--- src/hdl/blr_pkg.sv ---
// Package for the line rasterizer: coordinate widths, beat structs and codes.
// No dependencies; used by bresenham_line_rasterizer_top.
`default_nettype none

package blr_pkg;

  localparam int COORD_BITS = 12;
  localparam int COLOR_BITS = 4;
  localparam int CLIP_BITS  = 11;
  // Signed endpoint difference.
  localparam int DIFF_BITS  = COORD_BITS + 1;
  // Error term and increments reach +/- 2 * (2^COORD_BITS - 1).
  localparam int ERR_BITS   = COORD_BITS + 3;
  // Common width for the signed clip compares.
  localparam int CMP_BITS   = ((COORD_BITS > CLIP_BITS) ? COORD_BITS : CLIP_BITS) + 1;

  localparam int CFG_INDEX_BITS = 2;

  localparam logic [CFG_INDEX_BITS-1:0] REG_CLIP_ENABLE = CFG_INDEX_BITS'(0);
  localparam logic [CFG_INDEX_BITS-1:0] REG_CLIP_SIZE   = CFG_INDEX_BITS'(1);

  localparam logic [CLIP_BITS-1:0] CLIP_SIZE_RESET = CLIP_BITS'(512);

  localparam logic CMD_START = 1'b0;
  localparam logic CMD_STEP  = 1'b1;

  typedef logic signed [COORD_BITS-1:0] coord_t;
  typedef logic signed [DIFF_BITS-1:0]  diff_t;
  typedef logic signed [ERR_BITS-1:0]   err_t;
  typedef logic [COLOR_BITS-1:0]        color_t;

  typedef struct packed {
    logic   command;
    coord_t x_start;
    coord_t y_start;
    coord_t x_end;
    coord_t y_end;
    color_t pen_color;
  } in_item_t;

  typedef struct packed {
    logic   valid_res;
    coord_t pixel_x;
    coord_t pixel_y;
    color_t pixel_color;
    logic   visible;
    logic   last;
  } out_item_t;

endpackage

`default_nettype wire

--- src/hdl/bresenham_line_rasterizer_top.sv ---
// Integer line rasterizer, top level: line setup, per-pixel step, result register.
// Depends on blr_pkg.
// Every input beat gives exactly one result beat, one item per clock unless
// stalled: a start beat sets up the line and returns its first pixel, each step
// beat returns the next pixel (last set on the final one), and a step with no
// line active returns a beat with valid_res low. The result register is loaded
// directly from the input beat; the longest path is line setup (two endpoint
// subtracts, absolute values, major-axis compare, error-term add). The input
// stalls only while a held result is stalled at the output. Visibility against
// the clip window is decoded from the result register and the clip registers.
`default_nettype none

module bresenham_line_rasterizer_top import blr_pkg::*; (
  input  wire                       clk,
  input  wire                       rst_n,
  input  wire                       in_valid,
  output logic                      in_stall,
  input  wire in_item_t             in_data,
  output logic                      out_valid,
  input  wire                       out_stall,
  output out_item_t                 out_data,
  input  wire                       cfg_valid,
  output logic                      cfg_ready,
  input  wire [CFG_INDEX_BITS-1:0]  cfg_index,
  input  wire [CLIP_BITS-1:0]       cfg_data
);

  // Configuration
  logic                 clip_enable_r;
  logic [CLIP_BITS-1:0] clip_size_r;

  // Line state
  logic   busy_r, busy_nxt;
  logic   steep_r, steep_nxt;
  coord_t major_pos_r, major_pos_nxt;
  coord_t minor_pos_r, minor_pos_nxt;
  coord_t major_stop_r, major_stop_nxt;
  logic   minor_neg_r, minor_neg_nxt;
  err_t   error_r, error_nxt;
  err_t   diag_incr_r, diag_incr_nxt;
  err_t   axial_incr_r, axial_incr_nxt;
  color_t line_color_r, line_color_nxt;

  // Result register (visible is decoded at the port)
  logic      out_valid_r;
  out_item_t out_item_r, out_item_nxt;

  logic in_accept;

  // Setup terms
  diff_t                 dx, dy, dmaj_s, dmin_s;
  logic [COORD_BITS-1:0] adx, ady, dmaj, dmin;
  logic                  s_steep, s_swap;
  coord_t                maj_a, maj_b, min_a, min_b;

  // Step terms
  coord_t step_major;

  assign cfg_ready = 1'b1;
  assign in_stall  = out_valid_r & out_stall;
  assign in_accept = in_valid & ~in_stall;

  always_ff @(posedge clk) begin
    if (!rst_n) begin
      clip_enable_r <= 1'b0;
      clip_size_r   <= CLIP_SIZE_RESET;
    end else if (cfg_valid && cfg_ready) begin
      case (cfg_index)
        REG_CLIP_ENABLE: clip_enable_r <= cfg_data[0];
        REG_CLIP_SIZE:   clip_size_r   <= cfg_data;
        default: ;
      endcase
    end
  end

  always_comb begin
    dx  = DIFF_BITS'(in_data.x_end) - DIFF_BITS'(in_data.x_start);
    dy  = DIFF_BITS'(in_data.y_end) - DIFF_BITS'(in_data.y_start);
    adx = dx[DIFF_BITS-1] ? COORD_BITS'(-dx) : COORD_BITS'(dx);
    ady = dy[DIFF_BITS-1] ? COORD_BITS'(-dy) : COORD_BITS'(dy);
    s_steep = adx < ady;
    dmaj    = s_steep ? ady : adx;
    dmin    = s_steep ? adx : ady;
    dmaj_s  = s_steep ? dy : dx;
    dmin_s  = s_steep ? dx : dy;
    maj_a   = s_steep ? in_data.y_start : in_data.x_start;
    maj_b   = s_steep ? in_data.y_end   : in_data.x_end;
    min_a   = s_steep ? in_data.x_start : in_data.y_start;
    min_b   = s_steep ? in_data.x_end   : in_data.y_end;
    // endpoints ordered so the major coordinate rises
    s_swap  = dmaj_s[DIFF_BITS-1];

    step_major = major_pos_r + COORD_BITS'(1);

    busy_nxt       = busy_r;
    steep_nxt      = steep_r;
    major_pos_nxt  = major_pos_r;
    minor_pos_nxt  = minor_pos_r;
    major_stop_nxt = major_stop_r;
    minor_neg_nxt  = minor_neg_r;
    error_nxt      = error_r;
    diag_incr_nxt  = diag_incr_r;
    axial_incr_nxt = axial_incr_r;
    line_color_nxt = line_color_r;

    if (in_data.command == CMD_START) begin
      steep_nxt      = s_steep;
      major_pos_nxt  = s_swap ? maj_b : maj_a;
      minor_pos_nxt  = s_swap ? min_b : min_a;
      major_stop_nxt = s_swap ? maj_a : maj_b;
      // minor moves down unless the ordered minor end is strictly above
      minor_neg_nxt  = s_swap ? ~dmin_s[DIFF_BITS-1]
                             : (dmin_s[DIFF_BITS-1] || dmin_s == '0);
      error_nxt      = $signed(ERR_BITS'({dmin, 1'b0})) - $signed(ERR_BITS'(dmaj));
      diag_incr_nxt  = $signed(ERR_BITS'({dmin, 1'b0})) - $signed(ERR_BITS'({dmaj, 1'b0}));
      axial_incr_nxt = $signed(ERR_BITS'({dmin, 1'b0}));
      line_color_nxt = in_data.pen_color;
      busy_nxt       = dmaj != '0;
    end else if (busy_r) begin
      major_pos_nxt = step_major;
      if (!error_r[ERR_BITS-1]) begin
        minor_pos_nxt = minor_neg_r ? minor_pos_r - COORD_BITS'(1)
                                    : minor_pos_r + COORD_BITS'(1);
        error_nxt     = error_r + diag_incr_r;
      end else begin
        error_nxt     = error_r + axial_incr_r;
      end
      busy_nxt = step_major != major_stop_r;
    end

    out_item_nxt = '0;
    if (in_data.command == CMD_START || busy_r) begin
      out_item_nxt.valid_res   = 1'b1;
      out_item_nxt.pixel_x     = steep_nxt ? minor_pos_nxt : major_pos_nxt;
      out_item_nxt.pixel_y     = steep_nxt ? major_pos_nxt : minor_pos_nxt;
      out_item_nxt.pixel_color = line_color_nxt;
      out_item_nxt.last        = ~busy_nxt;
    end
  end

  always_ff @(posedge clk) begin
    if (!rst_n) begin
      busy_r       <= 1'b0;
      steep_r      <= 1'b0;
      major_pos_r  <= '0;
      minor_pos_r  <= '0;
      major_stop_r <= '0;
      minor_neg_r  <= 1'b0;
      error_r      <= '0;
      diag_incr_r  <= '0;
      axial_incr_r <= '0;
      line_color_r <= '0;
    end else if (in_accept) begin
      busy_r       <= busy_nxt;
      steep_r      <= steep_nxt;
      major_pos_r  <= major_pos_nxt;
      minor_pos_r  <= minor_pos_nxt;
      major_stop_r <= major_stop_nxt;
      minor_neg_r  <= minor_neg_nxt;
      error_r      <= error_nxt;
      diag_incr_r  <= diag_incr_nxt;
      axial_incr_r <= axial_incr_nxt;
      line_color_r <= line_color_nxt;
    end
  end

  always_ff @(posedge clk) begin
    if (!rst_n) begin
      out_valid_r <= 1'b0;
    end else if (in_accept) begin
      out_valid_r <= 1'b1;
    end else if (!out_stall) begin
      out_valid_r <= 1'b0;
    end
  end

  always_ff @(posedge clk) begin
    if (in_accept) begin
      out_item_r <= out_item_nxt;
    end
  end

  // Clip window: 0 < x,y < clip_size, strict. The user must change the clip
  // registers only while no result is pending (held beat stable); not enforced.
  logic signed [CMP_BITS-1:0] px_c, py_c, lim_c;
  logic                       in_window;

  always_comb begin
    px_c      = CMP_BITS'(out_item_r.pixel_x);
    py_c      = CMP_BITS'(out_item_r.pixel_y);
    lim_c     = $signed(CMP_BITS'(clip_size_r));
    in_window = (px_c > 0) && (py_c > 0) && (px_c < lim_c) && (py_c < lim_c);

    out_data         = out_item_r;
    out_data.visible = out_item_r.valid_res & (~clip_enable_r | in_window);
  end

  assign out_valid = out_valid_r;

  // A step with no line active returns an empty beat.
  assert property (@(posedge clk) disable iff (!rst_n)
    (in_accept && in_data.command == CMD_STEP && !busy_r) |=> !out_item_r.valid_res)
    else $error("idle step produced a pixel");

  // After any beat, the line stays active exactly when the pixel was not the last.
  assert property (@(posedge clk) disable iff (!rst_n)
    in_accept |=> (busy_r == (out_item_r.valid_res && !out_item_r.last)))
    else $error("busy state disagrees with last flag");

  // A start always returns a pixel.
  assert property (@(posedge clk) disable iff (!rst_n)
    (in_accept && in_data.command == CMD_START) |=> (out_valid_r && out_item_r.valid_res))
    else $error("start beat lost its pixel");

endmodule

`default_nettype wire
--- config.mk ---
export PLATFORM = sky130hd
export DESIGN_NAME = bresenham_line_rasterizer_top
export DESIGN_NICKNAME = d
export VERILOG_FILES = /design/src/hdl/blr_pkg.sv /design/src/hdl/bresenham_line_rasterizer_top.sv
export SDC_FILE = /design/constraint.sdc
export NUM_CORES = 1
export LEC_CHECK = 0
export BUFFER_PORTS_ARGS = -buffer_cell sky130_fd_sc_hd__buf_2
export CAP_MARGIN = 20
export CORE_MARGIN = 1.5
export CORE_UTILIZATION = 35
export CTS_BUF_LIST = sky130_fd_sc_hd__clkbuf_16
export DETAILED_ROUTE_END_ITERATION = 12
export PLACE_DENSITY = 0.52
export SYNTH_ARGS = -nofsm -noshare
export SYNTH_HDL_FRONTEND = slang
export SYNTH_SLANG_ARGS = --single-unit
export TNS_END_PERCENT = 1
--- constraint.sdc ---
create_clock -name clk -period 9.8 [get_ports clk]
set_input_delay 0.49 -clock clk [delete_from_list [all_inputs] [get_ports clk]]
set_output_delay 0.49 -clock clk [all_outputs]
set_load 0.01 [all_outputs]
==> flow_summary.ini, run 1 <==
[outcome]
status = completed

[timing]
tns_ns = 0
max_slew.worst_pin.slew_ns = 0.914
finalCritPeriodShare_pct = 78.9
rsz0062_at_grt = no
slew_viol_final = 0
max_clock_freq_ghz = 0.129
final-hold-violation-count = 0
slew_headroom_pct = 39.1
clock_skew_ns = 0.0142
finalCriticalPeriod_ns = 7.73
finalSetupViolations = 0

[routing]
via_count = 11000
via_per_inst = 5.50
first_iter_violations = 788
drc = 0
routed_wl_um = 36700
routedWlPerCell_um = 18.3
ant_nets = 0
dr.pass1.iters = 5

[placed_design]
gp_congestion = 0.924
port_buffers = 103
place.detailed.hpwl_um = 28700

[clock_network]
h-tree-depth = 4
path_clk_slew_ns = 0.06
hold_buffers = 0
cts-resized-gates = 0
cts_sinks = 125
clock_tree.root_cell = clkbuf_16
clock_path_buffers = 2
cts_setup_buffers = 0
clk_latency_ns = 0.43
tritoncts = built
cts_buffers = 17

[power_and_ir_drop]
powerDensity_nw_per_um2 = 273
peakVddDrop_uv = 134
p_leak_nw = 5.52

[synthesis]
ys_seq_area_share_pct = 23.7
synth_edf_count = 30
ys_top_cells_by_area = dfxtp_1, ha_1, edfxtp_1
yosysUniqueCellTypes = 92
syn_avg_cell_area_um2 = 7.98
ys.flop_type = dfxtp_1
yosysTopAreaCell = dfxtp_1
synth_nets = 1649
ys_ff_latch = 125
yosysWarnings = 0
yosysMostFrequentCell = nand2_1
syn-cell-area_um2 = 11800
netlist_instances = 1482
synth_commonest_cells = nand2_1, a21oi_1, dfxtp_1, nor2_1, ha_1
async_flop_share_pct = 0
synth_top_cell_area_share_pct = 16.1

[layout]
area_delta_synth_final_pct = 12.3
multiInputGateArea_um2 = 8360
regArea_um2 = 2800
nets = 1712
drive_gt1_share_pct = 13.4
nFillCells = 3470
postLayoutCoreUtil_pct = 39.8
num_antenna_cells = 0

[grt]
grt_max_degree = 82
antenna_found_initial = 0
grt_overflow = 0
grt_usage_pct = 20.9
grt_pass1_vias = 10500
grt_pass1_wl_um = 58200

[worst_setup_path]
crit_path_start_kind = primary input
r2r_slack_ns = 5.74
crit_arrival_ns = 7.99
cp-end-kind = flip-flop
slowest_stage = a31oi_4
path_class = primary input to flip-flop
crit_fanout = 17
crit_top_cell = inv_1
critical_path_required_ns = 10.06
slowest_delay_ns = 0.65

[floorplan]
die_area_um2 = 34900
row_count = 67
chipHeight_um = 187
coreArea_um2 = 33400
ios = 105
start_util_pct = 35.4
die_x_um = 187

[flow_run]
cap_violations = 0

[min_path]
hold_class = primary input to flip-flop
## worst max-delay path, delay by kind of cell
| family | cells | cell delay [ns] |
|---|---|---|
| compound gates | 17 | 3.90 |
| xor+xnor | 1 | 0.53 |
| fa+ha+maj | 5 | 1.83 |
| buf+inv | 7 | 0.88 |
| mux | 1 | 0.14 |
| simple gates | 1 | 0.20 |
## path summary, 6_finish.rpt
check / from / endpoint / cells past startpoint
worst max-delay path: in_data[16] / error_r[12]$_SDFFE_PN0P_ / 32
worst min register to register: axial_incr_r[4]$_SDFFE_PN0P_ / axial_incr_r[4]$_SDFFE_PN0P_ / 2
worst min-delay path: cfg_data[8] / clip_size_r[8]$_SDFFE_PN0P_ / 3
worst max register to register: error_r[14]$_SDFFE_PN0P_ / error_r[12]$_SDFFE_PN0P_ / 17
## flip-flops by register name, indices dropped and copies added (netlist names), 4 cells and up
signal / count
axial_incr_r: 12
clip_size_r: 11
diag_incr_r: 13
error_r: 14
line_color_r: 4
major_pos_r: 12
major_stop_r: 12
minor_pos_r: 12
out_data: 30
## stage by stage
| step | setup slack [ns] | std cells | cell area (um^2) | total power, mW | hold slack, ns |
|---|---|---|---|---|---|
| 6_report | 2.07 | 2006 | 13300 | 3.63 | 0.293 |
| 5_1_grt | 1.41 | 2006 | 13300 | 3.90 | 0.285 |
| 4_1_cts | 2.09 | 2006 | 13300 | 3.62 | 0.278 |
| 3_5_place_dp | 1.68 | 1974 | 12700 | 2.97 | 0.441 |
| 3_3_place_gp | 1.81 | 1974 | 12700 | 2.96 | 0.435 |
| 2_1_floorplan | 2.84 | 1482 | 11800 | 2.41 | 0.428 |
## power by group
part,leakage (nW),switching [mW],internal (mW)
logic,4.17,1.40,0.906
clock network,0.280,0.255,0.378
registers,1.08,0.0699,0.619
## layer usage
layer  share of wire (%)  GRT usage, %  wire length (um)  vias to the layer above
met5                   0             0                 0                        -
met4                 2.3          6.70               838                        0
met1                  49          29.7             18100                     5143
li1                    -             -                 -                     5528
met3                 4.5          2.58              1660                       47
met2                  44          32.8             16100                      308
## layout by cell type (no fill, tap or decap), types with 50 or more instances in the layout
| master | netlist | routed |
|---|---|---|
| nand2_1 | 186 | 186 |
| a21oi_1 | 136 | 136 |
| buf_2 | 5 | 103 |
| dfxtp_1 | 95 | 95 |
| nor2_1 | 92 | 91 |
| ha_1 | 91 | 91 |
| inv_1 | 89 | 90 |
| o21ai_0 | 73 | 73 |
| mux2i_1 | 66 | 65 |
| xnor2_1 | 50 | 50 |
## area by class of cell
class,count,area share (%)
multi-input cells,1192,63.0
repair buffers,117,4.67
well taps,448,4.22
clock buffers,17,3.20
clock inverters,15,1.23
flip-flops and latches,125,21.1
inverters,92,2.60
## cells by family after synthesis
logic type	share of synthesized area [%]
compound gates	25.7
simple gates	16.9
buf+inv	5.74
flops	23.7
fa+ha+maj	10.9
mux	9.97
xor+xnor	7.04
other cells	0.0317
Power figures use the tool's default switching activity.
==> run 2: changes to the inputs <==
--- a/config.mk
+++ b/config.mk
@@ -5,6 +5,7 @@
 export SDC_FILE = /design/constraint.sdc
 export NUM_CORES = 1
 export LEC_CHECK = 0
+export ABC_AREA = 1
 export BUFFER_PORTS_ARGS = -buffer_cell sky130_fd_sc_hd__buf_2
 export CAP_MARGIN = 20
 export CORE_MARGIN = 1.5
==> constraint.sdc (replaced) <==
create_clock -name clk -period 7.9 [get_ports clk]
set_input_delay 0.395 -clock clk [delete_from_list [all_inputs] [get_ports clk]]
set_output_delay 0.395 -clock clk [all_outputs]
set_load 0.01 [all_outputs]
==> flow_summary.ini, run 2 <==
[clock_network]
cts_sinks = 125
h-tree-depth = 4
clock_tree.root_cell = clkbuf_16
hold_buffers = 0
tritoncts = built
cts_buffers = 17
clock_path_buffers = 2
clk_latency_ns = 0.43
path_clk_slew_ns = 0.06
cts-resized-gates = 0
cts_setup_buffers = 0

[flow_run]
cap_violations = 0

[worst_setup_path]
slowest_stage = o21ai_4
crit_top_cell = nand2_1
r2r_cells = 21
slowest_delay_ns = 0.57
r2r_start = error_r[14]$_SDFFE_PN0P_
crit_arrival_ns = 6.39
crit_fanout = 118
reg2reg_to = error_r[14]$_SDFFE_PN0P_
r2r_slack_ns = 4.12
path_class = primary input to flip-flop
critical_path_required_ns = 8.04
crit_path_start_kind = primary input
cp-end-kind = flip-flop

[min_path]
hold_class = primary input to flip-flop
min_path_cells = 3
hp-start = cfg_data[9]
hold_end = clip_size_r[9]$_SDFFE_PN1P_

[layout]
stdcell_count = 2367
drive_gt1_share_pct = 12.9
num_antenna_cells = 0
nets = 2073
final_cell_mix = nand2_1, inv_1, o21ai_0, a21oi_1, nand3_1
largest_register_ffs = 30
area_delta_synth_final_pct = 11.1
final_common_cell = nand2_1

[synthesis]
ys_top_cells_by_area = dfxtp_1, nand2_1, ha_1
synth_nets = 2011
ys_seq_area_share_pct = 23.3
syn-cell-area_um2 = 12100
ys.flop_type = dfxtp_1
netlist_instances = 1844
syn_avg_cell_area_um2 = 6.53
yosysWarnings = 0
synth_top_cell_area_share_pct = 15.8
yosysUniqueCellTypes = 62
async_flop_share_pct = 0
yosysMostFrequentCell = nand2_1
synth_commonest_cells = nand2_1, inv_1, o21ai_0, a21oi_1, nand3_1
ys_ff_latch = 125
yosysTopAreaCell = dfxtp_1
synth_edf_count = 30

[routing]
routed_wl_um = 39000
first_iter_violations = 865
via_count = 12300
routedWlPerCell_um = 16.5
dr.pass1.iters = 5
ant_nets = 0
via_per_inst = 5.20
drc = 0

[timing]
rsz0062_at_grt = no
finalSetupViolations = 0
slew_viol_final = 0
slew_headroom_pct = 37.6
finalCriticalPeriod_ns = 6.25
finalCritPeriodShare_pct = 79.1
final-hold-violation-count = 0
max_clock_freq_ghz = 0.160
max_slew.worst_pin.slew_ns = 0.936
clock_skew_ns = 0.0110
tns_ns = 0

[grt]
grt_usage_pct = 22.1
grt_overflow = 0
antenna_found_initial = 0
grt_max_degree = 119
grt_pass1_wl_um = 62200
grt_pass1_vias = 11400

[floorplan]
die_x_um = 189
start_util_pct = 35.8
row_count = 67
die_area_um2 = 35600
ios = 105
coreArea_um2 = 33700
chipHeight_um = 189

[placed_design]
placed_cells = 2335
gp_congestion = 0.932
port_buffers = 103
place.detailed.hpwl_um = 30500

[power_and_ir_drop]
peakVddDrop_uv = 146
p_leak_nw = 6.55
powerDensity_nw_per_um2 = 333

[outcome]
status = completed
[run 2: cell type report]
class / count / area (um^2)
fillers: 3655 / 20300
multi-input cells: 1359 / 7760
flip-flops and latches: 125 / 2800
clock inverters: 15 / 148
repair buffers: 113 / 591
inverters: 290 / 1100
well taps: 448 / 561
clock buffers: 17 / 425
[run 2: stage by stage]
stage          setup slack (ns)  power, mW  util (%)  cell area, um^2  hold slack [ns]
2_1_floorplan              2.69       3.03         -            12100            0.445
4_1_cts                    1.73       4.45      39.7            13400            0.176
3_5_place_dp               1.27       3.65      38.0            12800            0.464
6_report                   1.65       4.46      39.7            13400            0.186
3_3_place_gp               1.47       3.64      38.0            12800            0.462
5_1_grt                   0.887       4.89      39.7            13400            0.183
[run 2: cells by family (layout without fill, tap and decap cells)]
| family | count (synthesis) | after routing | share of synthesized area [%] |
|---|---|---|---|
| xor gates and xnor gates | 49 | 49 | 3.78 |
| DFF | 125 | 125 | 23.3 |
| muxes | 4 | 4 | 0.332 |
| buffers and inverters | 360 | 435 | 12.4 |
| and+or+nand+nor | 744 | 744 | 26.9 |
| AOI/OAI and AO/OA | 465 | 465 | 23.0 |
| adders and majority gates | 96 | 96 | 10.3 |
| other | 1 | 1 | 0.0311 |
[run 2: worst max-delay path by stage]
stage	slack, ns	from	to
after global placement	1.47	in_data[16]	out_data[21]$_SDFFCE_PP0P_
final	1.65	in_data[16]	out_data[21]$_SDFFCE_PP0P_
after CTS	1.73	in_data[16]	out_data[22]$_SDFFCE_PP0P_
after floorplan	2.69	in_data[16]	error_r[8]$_SDFFE_PN0P_
after detailed placement	1.27	in_data[16]	out_data[22]$_SDFFCE_PP0P_
after global routing	0.89	in_data[16]	out_data[26]$_SDFFCE_PP0P_
[run 2: power by group]
| part | leakage (nW) | internal (mW) | switching [mW] |
|---|---|---|---|
| combinational | 5.18 | 0.903 | 1.93 |
| clock | 0.285 | 0.463 | 0.316 |
| sequential | 1.08 | 0.771 | 0.0807 |
[run 2: layer usage]
layer,share of wire [%],GRT usage [%]
met1,50,32.6
met4,1.8,5.59
met2,43,34.0
met5,0,0
met3,5.3,2.64
[run 2: critical path, delay by kind of cell]
kind / cells / cell delay, ns
AND/OR/NAND/NOR: 13 / 1.92
AO/OA/AOI/OAI: 9 / 1.68
buffers and inverters: 7 / 1.14
adder cells (fa/ha/maj): 3 / 0.94
XOR/XNOR: 1 / 0.26
==> run 3: changes to the inputs <==
--- a/config.mk
+++ b/config.mk
@@ -5,7 +5,7 @@
 export SDC_FILE = /design/constraint.sdc
 export NUM_CORES = 1
 export LEC_CHECK = 0
-export ABC_AREA = 1
+export ABC_AREA = 0
 export BUFFER_PORTS_ARGS = -buffer_cell sky130_fd_sc_hd__buf_2
 export CAP_MARGIN = 20
 export CORE_MARGIN = 1.5
==> constraint.sdc (replaced) <==
create_clock -name clk -period 5.9 [get_ports clk]
set_input_delay 0.295 -clock clk [delete_from_list [all_inputs] [get_ports clk]]
set_output_delay 0.295 -clock clk [all_outputs]
set_load 0.01 [all_outputs]
==> flow_summary.ini, run 3 (same netlist as run 1, synthesis figures left out) <==
[clock_network]
clock_tree.root_cell = clkbuf_16
clock_path_buffers = 2
clk_latency_ns = 0.43
cts_buffers = 17
tritoncts = built
cts_sinks = 125
h-tree-depth = 4
path_clk_slew_ns = 0.06
hold_buffers = 0

[timing]
finalCritPeriodShare_pct = 100
setup_slack_ns = -0.0263
finalCriticalPeriod_ns = 5.93
finalSetupViolations = 2
rsz0062_at_grt = yes
final-hold-violation-count = 0
clock_skew_ns = 0.0105
slew_viol_final = 0
max_clock_freq_ghz = 0.169
slew_headroom_pct = 41.4
max_slew.worst_pin.slew_ns = 0.878
timing.hold.ws_ns = 0.0936
tns_ns = -0.0289

[layout]
largest_register_ffs = 30
drive_gt1_share_pct = 30.3
nets = 1990
final_common_cell = buf_4
area_delta_synth_final_pct = 34.2
final_cell_mix = buf_4, nand2_1, a21oi_1, buf_2, dfxtp_1
num_antenna_cells = 0

[worst_setup_path]
r2r_slack_ns = 2.10
r2r_cells = 19
crit_fanout = 4
cp-startpoint = in_data[16]
crit_path_start_kind = primary input
cp-endpoint = error_r[12]$_SDFFE_PN0P_
reg2reg_to = error_r[13]$_SDFFE_PN0P_
cp-end-kind = flip-flop
critical_path_required_ns = 6.19
slowest_stage = o31ai_4
slowest_delay_ns = 0.40
crit_top_cell = a21oi_2
r2r_start = error_r[14]$_SDFFE_PN0P_
path_class = primary input to flip-flop
crit_arrival_ns = 6.21

[routing]
drc = 0
via_per_inst = 5.31
dr.pass1.iters = 5
routedWlPerCell_um = 17.0
routed_wl_um = 38900
ant_nets = 0
first_iter_violations = 738
via_count = 12100

[floorplan]
chipHeight_um = 187
die_x_um = 187
die_area_um2 = 34900
ios = 105
coreArea_um2 = 33400
row_count = 67
start_util_pct = 35.4

[placed_design]
port_buffers = 103
post-place-ws_ns = -0.617
gp_congestion = 0.938
place.detailed.hpwl_um = 31000

[power_and_ir_drop]
p_leak_nw = 6.95
peakVddDrop_uv = 231
powerDensity_nw_per_um2 = 466

[flow_run]
cap_violations = 0

[min_path]
hold_class = primary input to flip-flop
min_path_cells = 2

[grt]
grt_overflow = 0
grt_pass1_vias = 11700
grt_usage_pct = 22.1
grt_max_degree = 82
antenna_found_initial = 0
grt_pass1_wl_um = 62000

[outcome]
status = finished with violations
violations = negative setup slack
run 3: cell count changes in the layout (fill, tap and decap cells not counted), sizes merged, moves of 16 or more:
| cell | change |
|---|---|
| nand2 | -262 |
| mux2i | +62 |
| mux2 | +19 |
| nor2 | -16 |
| buf | +282 |
| nand2b | +18 |
| nand3 | -94 |
| inv | -192 |
| nand4 | -16 |
| xnor2 | +37 |
| a21o | +26 |
| o21ai | -105 |
| o22ai | +21 |
run 3: area by class of cell:
class | count | area [um^2]
multi-input cells | 1192 | 8790
flip-flops and latches | 125 | 2800
well taps | 448 | 561
fillers | 3320 | 17500
clock buffers | 17 | 425
clock inverters | 15 | 139
inverters | 92 | 358
repair buffers | 395 | 2790
run 3: through the flow:
step / cell area (um^2) / cells / power, mW / util (%)
after floorplan: 12100 / 1482 / 4.14 / -
after global placement: 14900 / 2229 / 5.91 / 44.5
after global routing: 15900 / 2284 / 7.91 / 47.5
final: 15900 / 2284 / 7.39 / 47.5
after detailed placement: 14900 / 2229 / 5.96 / 44.5
after CTS: 15500 / 2267 / 7.11 / 46.5
run 3: per-layer routing:
layer | wire (um) | global-route usage [%]
met2 | 17900 | 36.6
met1 | 18600 | 30.4
met3 | 1680 | 2.52
met5 | 0 | 0
met4 | 784 | 6.20
run 3: timing repair:
item | in CTS | in global routing
endpoints found under the setup margin | 9 | 38
pin swaps | 16 | 39
resized for setup | 13 | 39
setup buffers | 6 | 15
run 3: worst min path at each step:
stage	start	end	slack, ns
5_1_grt	in_valid	out_valid$_SDFFE_PN0P_	0.08
2_1_floorplan	in_valid	out_valid$_SDFFE_PN0P_	0.42
6_report	in_valid	out_valid$_SDFFE_PN0P_	0.09
4_1_cts	in_valid	out_valid$_SDFFE_PN0P_	0.07
3_3_place_gp	axial_incr_r[4]$_SDFFE_PN0P_	axial_incr_r[4]$_SDFFE_PN0P_	0.44
3_5_place_dp	axial_incr_r[4]$_SDFFE_PN0P_	axial_incr_r[4]$_SDFFE_PN0P_	0.44
run 3: power breakdown:
group,total (mW),switching [mW],leakage (nW),internal (mW)
sequential,1.14,0.114,1.08,1.03
combinational,5.23,2.69,5.61,2.53
clock,1.02,0.431,0.267,0.585
run 3: critical path, delay by kind of cell:
kind / cells / cell delay, ns
adders and majority gates: 5 / 1.43
buffers and inverters: 5 / 0.38
and+or+nand+nor: 1 / 0.10
AOI/OAI and AO/OA: 20 / 3.54
muxes: 2 / 0.45
